[src/design/thti_pkg.sv]
`timescale 1ns / 1ps
// Shared types, constants and helper functions for the terrain height interpolator.
// Used by every module of the block except thti_ram; depends on nothing else.
package thti_pkg;

    // Grid capacity.
    localparam int MAX_COLUMNS = 256;
    localparam int MAX_ROWS    = 256;
    localparam int GRID_DEPTH  = MAX_COLUMNS * MAX_ROWS;
    localparam int ADDR_BITS   = $clog2(GRID_DEPTH);

    // Field and arithmetic widths.
    localparam int DATA_W  = 32;
    localparam int COORD_W = DATA_W + 1;
    localparam int INV_W   = 24;
    localparam int DIM_W   = 9;
    localparam int FRAC_W  = 16;
    localparam int PROD_W  = DATA_W + INV_W + 1;
    localparam int CELL_W  = PROD_W - 2 * FRAC_W;
    localparam int WT_W    = FRAC_W + 1;
    localparam int MAC_W   = DATA_W + WT_W + 1;
    localparam int ACC_W   = MAC_W + 2;
    localparam int SH_W    = ACC_W - FRAC_W;

    localparam logic [WT_W-1:0] ONE_Q = WT_W'(1) << FRAC_W;

    // Command queue between the front and back ends.
    localparam int CMD_DEPTH = 2;
    localparam int PTR_W     = (CMD_DEPTH > 1) ? $clog2(CMD_DEPTH) : 1;
    localparam int CNT_W     = $clog2(CMD_DEPTH + 1);

    // Operation codes.
    localparam logic [1:0] OP_WRITE = 2'd0;
    localparam logic [1:0] OP_READ  = 2'd1;
    localparam logic [1:0] OP_QUERY = 2'd2;
    localparam logic [1:0] OP_NONE  = 2'd3;

    // Configuration register indexes.
    localparam int CFG_IDX_W = 2;
    localparam logic [CFG_IDX_W-1:0] REG_GRID_WIDTH  = 2'd0;
    localparam logic [CFG_IDX_W-1:0] REG_GRID_HEIGHT = 2'd1;
    localparam logic [CFG_IDX_W-1:0] REG_INV_RES     = 2'd2;

    typedef struct packed {
        logic [DIM_W-1:0] grid_width;
        logic [DIM_W-1:0] grid_height;
        logic [INV_W-1:0] inv_resolution;
    } cfg_t;

    // One classified item as handed from the front end to the back end.
    typedef struct packed {
        logic [1:0]           kind;
        logic                 wr_en;
        logic [DATA_W-1:0]    wdata;
        logic [ADDR_BITS-1:0] addr_a;
        logic [ADDR_BITS-1:0] addr_b;
        logic [ADDR_BITS-1:0] addr_c;
        logic [WT_W-1:0]      wt_u;
        logic [WT_W-1:0]      wt_v;
        logic [WT_W-1:0]      wt_w;
    } cmd_t;

    // Last usable index along one axis; a size of zero acts as one and an
    // oversized value acts as the capacity.
    function automatic logic [31:0] last_idx(logic [DIM_W-1:0] n, int maxn);
        logic [31:0] lim;
        if (n == '0) begin
            lim = 32'd0;
        end
        else if (32'(n) > 32'(maxn)) begin
            lim = 32'(maxn) - 32'd1;
        end
        else begin
            lim = 32'(n) - 32'd1;
        end
        return lim;
    endfunction

    // Clamp a signed index into [0, last].
    function automatic logic [31:0] clamp_idx(logic signed [COORD_W-1:0] v,
                                              logic [DIM_W-1:0] n, int maxn);
        logic [31:0] lim;
        logic [31:0] r;
        lim = last_idx(n, maxn);
        if (v < 0) begin
            r = 32'd0;
        end
        else if (64'(v) > 64'(lim)) begin
            r = lim;
        end
        else begin
            r = v[31:0];
        end
        return r;
    endfunction

    // True where the index lies inside the grid without clamping.
    function automatic logic in_range(logic signed [COORD_W-1:0] v,
                                      logic [DIM_W-1:0] n, int maxn);
        logic [31:0] lim;
        lim = last_idx(n, maxn);
        return (v >= 0) && (64'(v) <= 64'(lim));
    endfunction

    // Memory address of a clamped cell.
    function automatic logic [ADDR_BITS-1:0] cell_addr(logic signed [COORD_W-1:0] col,
                                                       logic signed [COORD_W-1:0] row,
                                                       logic [DIM_W-1:0] w,
                                                       logic [DIM_W-1:0] h);
        logic [31:0] c;
        logic [31:0] r;
        c = clamp_idx(col, w, MAX_COLUMNS);
        r = clamp_idx(row, h, MAX_ROWS);
        return ADDR_BITS'(r * 32'(MAX_COLUMNS) + c);
    endfunction

endpackage

[src/design/thti_cmd_fifo.sv]
`timescale 1ns / 1ps
// Short command queue between the front end and the back end.
// Depends on thti_pkg.
module thti_cmd_fifo (
    input  logic           clk,
    input  logic           rst_n,
    input  logic           push,
    input  thti_pkg::cmd_t cmd_in,
    output logic           full,
    input  logic           pop,
    output thti_pkg::cmd_t cmd_out,
    output logic           empty
);

    thti_pkg::cmd_t                entry_reg [thti_pkg::CMD_DEPTH];
    logic [thti_pkg::PTR_W-1:0]    wr_ptr_reg;
    logic [thti_pkg::PTR_W-1:0]    rd_ptr_reg;
    logic [thti_pkg::CNT_W-1:0]    count_reg;
    logic [thti_pkg::PTR_W-1:0]    wr_ptr_next;
    logic [thti_pkg::PTR_W-1:0]    rd_ptr_next;
    logic [thti_pkg::CNT_W-1:0]    count_next;

    assign full    = (count_reg == thti_pkg::CNT_W'(thti_pkg::CMD_DEPTH));
    assign empty   = (count_reg == '0);
    assign cmd_out = entry_reg[rd_ptr_reg];

    // Pointer and occupancy update.
    always_comb
    begin
        wr_ptr_next = wr_ptr_reg;
        rd_ptr_next = rd_ptr_reg;
        if (push)
        begin
            wr_ptr_next = (wr_ptr_reg == thti_pkg::PTR_W'(thti_pkg::CMD_DEPTH - 1))
                        ? '0 : wr_ptr_reg + 1'b1;
        end
        if (pop)
        begin
            rd_ptr_next = (rd_ptr_reg == thti_pkg::PTR_W'(thti_pkg::CMD_DEPTH - 1))
                        ? '0 : rd_ptr_reg + 1'b1;
        end
        count_next = count_reg + thti_pkg::CNT_W'(push) - thti_pkg::CNT_W'(pop);
    end

    always_ff @(posedge clk or negedge rst_n)
    begin
        if (!rst_n)
        begin
            wr_ptr_reg <= '0;
            rd_ptr_reg <= '0;
            count_reg  <= '0;
        end
        else
        begin
            wr_ptr_reg <= wr_ptr_next;
            rd_ptr_reg <= rd_ptr_next;
            count_reg  <= count_next;
        end
    end

    // Entry storage.
    always_ff @(posedge clk)
    begin
        if (push)
        begin
            entry_reg[wr_ptr_reg] <= cmd_in;
        end
    end

endmodule

[config.mk]
export PLATFORM = sky130hd
export DESIGN_NAME = thti_cmd_fifo
export DESIGN_NICKNAME = d
export VERILOG_FILES = /design/src/design/thti_pkg.sv /design/src/design/thti_cmd_fifo.sv
export SDC_FILE = /design/constraint.sdc
export NUM_CORES = 1
export LEC_CHECK = 0
export ABC_AREA = 1
export ABC_CLOCK_PERIOD_IN_PS = 7300
export BUFFER_PORTS_ARGS = -buffer_cell sky130_fd_sc_hd__buf_2
export CAP_MARGIN = 0
export CORE_UTILIZATION = 40
export CTS_BUF_LIST = sky130_fd_sc_hd__clkbuf_4 sky130_fd_sc_hd__clkbuf_8 sky130_fd_sc_hd__clkbuf_16
export DETAILED_ROUTE_END_ITERATION = 12
export PLACE_DENSITY = 0.73
export SYNTH_ARGS = -nofsm -noshare
export SYNTH_HDL_FRONTEND = slang
export SYNTH_SLANG_ARGS = --single-unit
[constraint.sdc]
create_clock -name clk -period 7.3 [get_ports clk]
set_clock_uncertainty 0.1 [all_clocks]
set_input_delay 1.46 -clock clk [delete_from_list [all_inputs] [get_ports clk]]
set_output_delay 1.46 -clock clk [all_outputs]
set_load 0.05 [all_outputs]
==> results.ini, run 1 <==
[global_route]
grt_overflow = 0
grt_usage = 0.143
grt_max_degree = 168
antenna_found_initial = 2
grt_pass1_vias = 5830
grt_pass1_wl_um = 29700

[routing]
drtPass1Iterations = 5
antenna_left = 0
vias = 6000
drt-total-wl_um = 19400
via_per_inst = 4.43
post_drt_wl_per_cell_um = 14.3
drt_iter0_markers = 334
route.detailed.drc = 0

[clock_tree]
cts-root-buf = clkbuf_16
clk_latency_ns = 0.52
clkTransAtPathRegs_ns = 0.05
post_cts_resized = 0
clock_path_buffers = 3
post-cts-setup-buffers = 0
ctsHoldBuffers = 0
cts_tree = built
cts_sinks = 272
cts_buffers = 28
htreeDepth = 1

[worst_setup_path]
cp-end-kind = primary output
crit_cells = 3
cp.arrival_ns = 3.01
cp_num_buf_inv = 2
crit_required_ns = 5.74
endpoint = cmd_out[0]
r2r_end = entry_reg[1][53]
crit_slowest_cell = dfrtp_4
rr_startpoint = wr_ptr_reg
crit_family = flip-flops
rrSetupSlack_ns = 4.92
start_kind = register
path_cells = buf_12 -> o21ai_0 -> buf_2
slowest_delay_ns = 1.03
path_class = reg2out
worst-r2r-cell-count = 3
crit_fanout = 167
startpoint = rd_ptr_reg

[power_and_ir_drop]
p_per_area_nw_per_um2 = 484
peakVddDrop_uv = 306
leakagePower_nw = 5.49

[timing]
period_share = 0.625
tightest_slew_ns = 0.993
slew_violations = 0
final-hold-violation-count = 0
rsz0062_at_grt = false
fin_crit_ns = 4.57
clock.fmax_mhz = 219
setup_viol = 0
setup_tns_ns = 0
relSlewSlack = 0.338

[floorplanning]
initial_utilization = 0.411
num_io_pins = 274
die_x_um = 163
die-area_um2 = 26700
core_area_um2 = 25300
fp-row-count = 58
die_height_um = 163

[synthesis]
yosys-top-cells-area = edfxtp_1, inv_1, nand2_1
avgSynthCellArea_um2 = 14.4
yosys_warnings = 0
netlist_instances = 725
yosys_register_bits = 272
syn_nets = 865
yosysTopAreaCellShare = 0.773
syn-cell-area_um2 = 10400
ys_types = 14
yosysSeqAreaShare = 0.783
synth_top_area_cell = edfxtp_1

[finish]
multi_input_area_um2 = 1470
mostFrequentLayoutCell = buf_2
drive_above_1_share = 0.373
fill_cells = 2152
syn_to_final_growth_pct = 24.3
instances_no_fill = 1354
seq_area_um2 = 8150
largest_reg_flops = 268
nNetsFinal = 1142
layout_common_cells = buf_2, edfxtp_1, inv_1, nand2_1, o21ai_0

[job]
cap_viol_max_count = 0

[worst_hold_path]
hold_path_class = reg2reg

[placement]
placed_cells = 1302
dpl.hpwl_um = 12500
port_buffers = 273
gp_congestion = 0.742

[status]
status = finished, final reports clean

==> cells by family (layout without fill, tap and decap cells) <==
kind of cell / count (synthesis) / after routing / synth area share
buffers and inverters: 171 / 469 / 0.0768
XOR/XNOR: 2 / 2 / 0.00168
adder cells (fa/ha/maj): 2 / 2 / 0.00240
AND/OR/NAND/NOR: 144 / 144 / 0.0520
other: 0 / 1 / 0
flip-flops: 272 / 272 / 0.783
AO/OA/AOI/OAI: 134 / 134 / 0.0843
==> Yosys cell counts <==
cell	number
buf_4	8
nand2_1	140
buf_6	17
nand3_1	1
nor2_1	3
clkbuf_1	5
ha_1	2
o21ai_0	58
o21ai_2	55
dfrtp_1	4
edfxtp_1	268
inv_1	141
xor2_1	2
o21ai_1	21
==> routing by layer <==
layer	vias to the layer above	track usage	part of all wire
met3	35	0.0386	0.075
met4	4	0.0416	0.024
met2	202	0.248	0.49
met5	-	0	0.0014
li1	3023	-	-
met1	2736	0.174	0.41
==> stage by stage <==
step                utilization  area, um^2  worst slack (ns)  hold slack [ns]  power, mW
global placement          0.473       12000              3.35            0.429       4.86
finish                    0.511       12900              2.73            0.442       6.27
CTS                       0.511       12900              2.73            0.447       6.35
global route              0.511       12900              2.52            0.488       6.57
detailed placement        0.473       12000              3.31            0.436       4.89
floorplan                     -       10400              1.80            0.379       4.40
==> layout make-up <==
cell class                 instances  area share
inverter                         141      0.0413
sequential                       272       0.630
clock buffer                      32      0.0578
multi-input combinational        282       0.114
tap                              330      0.0319
clock inverter                    19      0.0162
antenna                            1    0.000193
timing repair buffer             277       0.109
==> power breakdown <==
group / total (mW) / internal [mW] / switching (mW) / leakage (nW)
Sequential: 2.22 / 2.08 / 0.144 / 2.56
Combinational: 2.60 / 0.507 / 2.09 / 2.47
Clock: 1.44 / 0.877 / 0.567 / 0.459
==> worst register-to-register path: cells and delay by family, from the launching register on <==
family / cells / cell delay, ns
and+or+nand+nor: 1 / 0.14
DFF: 1 / 0.41
buffers and inverters: 2 / 1.29
==> how the worst min path moves through the flow <==
stage | start | end | cells after the start
floorplan | wr_ptr_reg | wr_ptr_reg | 1
global placement | wr_ptr_reg | wr_ptr_reg | 1
detailed placement | wr_ptr_reg | wr_ptr_reg | 1
CTS | wr_ptr_reg | wr_ptr_reg | 1
global route | wr_ptr_reg | wr_ptr_reg | 1
finish | wr_ptr_reg | wr_ptr_reg | 1
Note: power is estimated with default switching activity, not from simulation.
==> run 2, diff against run 1 <==
--- a/config.mk
+++ b/config.mk
@@ -6,13 +6,13 @@
 export NUM_CORES = 1
 export LEC_CHECK = 0
 export ABC_AREA = 1
-export ABC_CLOCK_PERIOD_IN_PS = 7300
+export ABC_CLOCK_PERIOD_IN_PS = 3900
 export BUFFER_PORTS_ARGS = -buffer_cell sky130_fd_sc_hd__buf_2
 export CAP_MARGIN = 0
 export CORE_UTILIZATION = 40
 export CTS_BUF_LIST = sky130_fd_sc_hd__clkbuf_4 sky130_fd_sc_hd__clkbuf_8 sky130_fd_sc_hd__clkbuf_16
 export DETAILED_ROUTE_END_ITERATION = 12
-export PLACE_DENSITY = 0.73
+export PLACE_DENSITY = 0.76
 export SYNTH_ARGS = -nofsm -noshare
 export SYNTH_HDL_FRONTEND = slang
 export SYNTH_SLANG_ARGS = --single-unit
==> constraint.sdc (replaced) <==
create_clock -name clk -period 3.9 [get_ports clk]
set_clock_uncertainty 0.1 [all_clocks]
set_input_delay 0.78 -clock clk [delete_from_list [all_inputs] [get_ports clk]]
set_output_delay 0.78 -clock clk [all_outputs]
set_load 0.05 [all_outputs]
==> results.ini, run 2 (synthesis gave the netlist of run 1 again) <==
[floorplanning]
die_x_um = 163  ; unchanged
die-area_um2 = 26700  ; unchanged
fp-row-count = 58  ; unchanged
num_io_pins = 274  ; unchanged
initial_utilization = 0.411  ; unchanged
die_height_um = 163  ; unchanged
core_area_um2 = 25300  ; unchanged

[finish]
mostFrequentLayoutCell = buf_2
nNetsFinal = 1147  ; +0.44%
layout_common_cells = buf_2, edfxtp_1, inv_1, nand2_1, o21ai_0
instances_no_fill = 1361  ; +0.52%
stdcell_area_um2 = 13100  ; +0.91%
largest_reg_flops = 268  ; unchanged
drive_above_1_share = 0.376  ; +0.00268
syn_to_final_growth_pct = 25.4
finish.utilization = 0.515  ; +0.00464
fill_cells = 2101  ; -2.4%

[placement]
placed_cells = 1306  ; +0.31%
port_buffers = 273  ; unchanged
place_area_um2 = 12100  ; +0.76%
dpl.hpwl_um = 12800  ; +2.8%
dp_slack_ns = 1.32  ; -1.98 ns
gp_congestion = 0.741  ; -0.13%

[power_and_ir_drop]
p_per_area_nw_per_um2 = 909  ; +88%
fin_total_pwr_mw = 11.9  ; +89%
peakVddDrop_uv = 542  ; +77%
leakagePower_nw = 5.56  ; +1.2%

[timing]
fin_crit_ns = 3.15
clock.fmax_mhz = 318
final-hold-violation-count = 0  ; unchanged
whs_ns = 0.333  ; -0.109 ns
setup_tns_ns = 0  ; unchanged
slew_violations = 0  ; unchanged
setup_viol = 0  ; unchanged
period_share = 0.807
setup_slack_ns = 0.752  ; -1.98 ns
relSlewSlack = 0.417  ; +0.0784
tightest_slew_ns = 0.875  ; -0.118 ns
rsz0062_at_grt = false

[clock_tree]
clock_path_buffers = 3  ; unchanged
htreeDepth = 1  ; unchanged
clk_latency_ns = 0.53  ; about the same
cts_sinks = 272  ; unchanged
clkTransAtPathRegs_ns = 0.06  ; about the same
cts_tree = built
cts_buffers = 28  ; unchanged
post-cts-setup-buffers = 0  ; unchanged
cts-root-buf = clkbuf_16

[routing]
drt_iter0_markers = 313  ; -6.3%
vias = 6185  ; +3.1%
route.detailed.drc = 0  ; unchanged
post_drt_wl_per_cell_um = 14.4  ; +0.67%
antenna_left = 0  ; unchanged
drtPass1Iterations = 6  ; +1
via_per_inst = 4.54  ; +2.6%
drt-total-wl_um = 19700  ; +1.2%

[worst_setup_path]
crit_slowest_cell = dfrtp_4
cp-end-kind = primary output
slowest_delay_ns = 0.69  ; -0.34 ns
cp.arrival_ns = 2.27  ; -0.74 ns
path_class = reg2out
crit_required_ns = 3.02  ; -2.72 ns
cp_num_buf_inv = 2  ; unchanged
crit_fanout = 107  ; -36%
path_cells = buf_12 -> nand2_1 -> o21ai_1 -> buf_2
crit_family = buffers and inverters
start_kind = register

[global_route]
grt_pass1_vias = 6074  ; +4.2%
grt_overflow = 0  ; unchanged
antenna_found_initial = 3  ; +1
grt_pass1_wl_um = 29900  ; +0.72%
grt_max_degree = 135  ; -20%
grt_usage = 0.145  ; +0.00138

[job]
cap_viol_max_count = 0  ; unchanged

[worst_hold_path]
hold_path_class = in2reg

[status]
status = finished, final reports clean

==> run 2: power breakdown <==
part | internal [mW] | switching (mW)
sequential | 3.89 | 0.189
combinational | 1.03 | 4.04
clock | 1.69 | 1.04
total | 6.60 | 5.26
==> run 2: timing repair <==
action	4_1_cts	5_1_grt
hold endpoints to repair	4	0
resized for setup	0	0
hold buffers	1	0
==> run 2: worst paths after layout <==
| path | slack (ns) | start | endpoint | depth (start not counted) |
|---|---|---|---|---|
| max in group asynchronous | 3.07 | rst_n | rd_ptr_reg | 2 |
| min in group asynchronous | 0.49 | rst_n | rd_ptr_reg | 2 |
| min reg2reg | 0.47 | wr_ptr_reg | wr_ptr_reg | 1 |
| max reg2reg | 2.07 | wr_ptr_reg | entry_reg[1][80] | 3 |
| min | 0.33 | cmd_in[9] | entry_reg[1][9] | 1 |
| max | 0.75 | rd_ptr_reg | cmd_out[71] | 4 |
==> run 2: layer usage <==
metal | wire, um | GRT usage | vias to the layer above | share of wire
met1 | 7850 | 0.171 | 2894 | 0.40
met4 | 448 | 0.0467 | 2 | 0.023
met3 | 1570 | 0.0404 | 38 | 0.080
met2 | 9770 | 0.252 | 214 | 0.50
li1 | - | - | 3037 | -
met5 | 13 | 0 | - | 0.00066
==> run 2: layout make-up <==
cell class                 count  area (um^2)  area share
tap                          330          413      0.0316
multi-input combinational    282         1470       0.113
sequential                   272         8150       0.624
clock inverter                11          131      0.0101
timing repair buffer         282         1510       0.116
clock buffer                  41          841      0.0644
antenna                        2         5.00    0.000383
inverter                     141          533      0.0408
==> run 2: worst register-to-register path, stage by stage, from the launching register on <==
cell and delay [ns]:
dfrtp_1 0.43, nand2_1 0.12, clkinvlp_4 0.09, buf_12 0.48
==> run 3, diff against run 2 <==
--- a/config.mk
+++ b/config.mk
@@ -6,13 +6,13 @@
 export NUM_CORES = 1
 export LEC_CHECK = 0
 export ABC_AREA = 1
-export ABC_CLOCK_PERIOD_IN_PS = 3900
+export ABC_CLOCK_PERIOD_IN_PS = 3000
 export BUFFER_PORTS_ARGS = -buffer_cell sky130_fd_sc_hd__buf_2
 export CAP_MARGIN = 0
 export CORE_UTILIZATION = 40
 export CTS_BUF_LIST = sky130_fd_sc_hd__clkbuf_4 sky130_fd_sc_hd__clkbuf_8 sky130_fd_sc_hd__clkbuf_16
 export DETAILED_ROUTE_END_ITERATION = 12
-export PLACE_DENSITY = 0.76
+export PLACE_DENSITY = 0.73
 export SYNTH_ARGS = -nofsm -noshare
 export SYNTH_HDL_FRONTEND = slang
 export SYNTH_SLANG_ARGS = --single-unit
==> constraint.sdc (replaced) <==
create_clock -name clk -period 3 [get_ports clk]
set_clock_uncertainty 0.1 [all_clocks]
set_input_delay 0.6 -clock clk [delete_from_list [all_inputs] [get_ports clk]]
set_output_delay 0.6 -clock clk [all_outputs]
set_load 0.05 [all_outputs]
==> results.ini, run 3 (synthesis gave the netlist of run 1 again) <==
[global_route]
grt_usage = 0.144  ; -0.000630
antenna_found_initial = 4  ; +1
grt_overflow = 0  ; unchanged
grt_pass1_wl_um = 30000  ; about the same
grt_pass1_vias = 6078  ; +0.066%
grt_max_degree = 72  ; -47%

[worst_setup_path]
worst-r2r-cell-count = 3  ; unchanged
r2r_end = entry_reg[1][112]
rr_startpoint = wr_ptr_reg
crit_required_ns = 2.30  ; -0.72 ns
crit_fanout = 27  ; -75%
start_kind = register
endpoint = cmd_out[91]
path_class = reg2out
rrSetupSlack_ns = 1.14  ; -0.93 ns
cp.arrival_ns = 2.09  ; -0.18 ns
cp-end-kind = primary output
startpoint = rd_ptr_reg

[routing]
drtPass1Iterations = 4  ; -2
post_drt_wl_per_cell_um = 14.6  ; +1.4%
route.detailed.drc = 0  ; unchanged
antenna_left = 0  ; unchanged
drt_iter0_markers = 343  ; +9.6%
via_per_inst = 4.55  ; about the same
drt-total-wl_um = 20000  ; +1.7%
vias = 6208  ; +0.37%

[power_and_ir_drop]
swShare = 0.447  ; +0.00311
p_sw_mw = 6.82  ; +30%
p_per_area_nw_per_um2 = 1170  ; +28%
seq_power_share = 0.347  ; +0.004
clock_power_share = 0.215  ; -0.015
leakagePower_nw = 5.56  ; +0.11%
p_int_mw = 8.45  ; +28%
combPwrFrac = 0.438  ; +0.011
peakVddDrop_uv = 708  ; +31%

[finish]
fill_cells = 2120  ; +0.90%
seq_area_um2 = 8150  ; unchanged
syn_to_final_growth_pct = 25.8
multi_input_area_um2 = 1490  ; +1.1%
largest_reg_flops = 268  ; unchanged
finish.utilization = 0.517  ; +0.00158
nNetsFinal = 1152  ; +0.44%
drive_above_1_share = 0.379  ; +0.00255
mostFrequentLayoutCell = buf_2
stdcell_area_um2 = 13100  ; +0.31%
layout_common_cells = buf_2, edfxtp_1, inv_1, nand2_1, o21ai_0

[timing]
rsz0062_at_grt = false
tightest_slew_ns = 0.561  ; -0.314 ns
final-hold-violation-count = 0  ; unchanged
setup_viol = 0  ; unchanged
relSlewSlack = 0.625  ; +0.209
clock.fmax_mhz = 358
slew_violations = 0  ; unchanged
period_share = 0.931
fin_crit_ns = 2.79

[floorplanning]
die_height_um = 163  ; unchanged
initial_utilization = 0.411  ; unchanged
core_area_um2 = 25300  ; unchanged
die-area_um2 = 26700  ; unchanged
num_io_pins = 274  ; unchanged
fp-row-count = 58  ; unchanged
die_x_um = 163  ; unchanged

[placement]
dpl.hpwl_um = 13400  ; +4.3%
place_area_um2 = 12200  ; +0.80%
port_buffers = 273  ; unchanged
gp_congestion = 0.750  ; +1.3%

[clock_tree]
clk_latency_ns = 0.52  ; about the same
clkTransAtPathRegs_ns = 0.06  ; about the same
cts-root-buf = clkbuf_16
cts_tree = built
clock_path_buffers = 3  ; unchanged
cts_buffers = 28  ; unchanged
htreeDepth = 1  ; unchanged
cts_sinks = 272  ; unchanged

[worst_hold_path]
min-delay-start = cmd_in[10]
hold_path_class = in2reg
hold_depth = 1  ; unchanged

[status]
status = finished, final reports clean

[job]
cap_viol_max_count = 0  ; unchanged

[run 3: changes by cell type in the layout (fill, tap and decap cells not counted), sizes merged]
cell and delta:
buf +5, diode +3, clkinv +1, clkbuf -4, bufinv -1
[run 3: critical path, stage by stage (launching register included)]
cell,delay (ns)
dfrtp_4,0.71
buf_4,0.37
nand2_1,0.12
o21ai_2,0.08
buf_2,0.28
[run 3: how the worst min path moves through the flow]
stage | to | slack [ns]
2_1_floorplan | count_reg[0] | 0.20
3_3_place_gp | count_reg[0] | 0.31
3_5_place_dp | count_reg[0] | 0.31
4_1_cts | entry_reg[1][45] | 0.13
5_1_grt | entry_reg[0][45] | 0.13
6_report | entry_reg[1][10] | 0.16
[run 3: cell type report]
class | instances | share of cell area
multi-input combinational | 282 | 0.113
antenna | 5 | 0.000955
sequential | 272 | 0.622
timing repair buffer | 287 | 0.122
tap | 330 | 0.0315
clock inverter | 11 | 0.00783
clock buffer | 37 | 0.0600
inverter | 141 | 0.0417
[run 3: power by group through the flow]
stage / Sequential [mW] / Clock (mW) / Combinational (mW)
finish: 5.30 / 3.29 / 6.68
global route: 5.37 / 3.51 / 7.09
CTS: 5.34 / 3.39 / 6.68
detailed placement: 5.41 / 0 / 6.67
global placement: 5.39 / 0 / 6.60
floorplan: 5.31 / 0 / 5.37
[run 3: layer usage]
layer | GRT usage | vias to the layer above | routed length (um)
met2 | 0.243 | 231 | 9730
li1 | - | 3046 | -
met3 | 0.0419 | 38 | 1610
met1 | 0.170 | 2891 | 8140
met5 | 0 | - | 13
met4 | 0.0641 | 2 | 491
[run 3: repair_timing]
action | in CTS | in global routing
buffers inserted | 0 | 1
hold buffers | 1 | 0
setup endpoints to repair | 0 | 21
endpoints found under the hold margin | 4 | 0
gates resized for setup | 0 | 0
[run 3: per-stage QoR]
| stage | hold slack (ns) | TNS [ns] | cells | setup slack, ns | total power, mW |
|---|---|---|---|---|---|
| finish | 0.160 | 0 | 1365 | 0.206 | 15.3 |
| global route | 0.134 | 0 | 1362 | 0.0767 | 16.0 |
| CTS | 0.128 | 0 | 1359 | 0.0145 | 15.4 |
| detailed placement | 0.312 | 0 | 1310 | 0.616 | 12.1 |
| global placement | 0.310 | 0 | 1310 | 0.652 | 12.0 |
| floorplan | 0.204 | -28.48 | 725 | -0.112 | 10.7 |
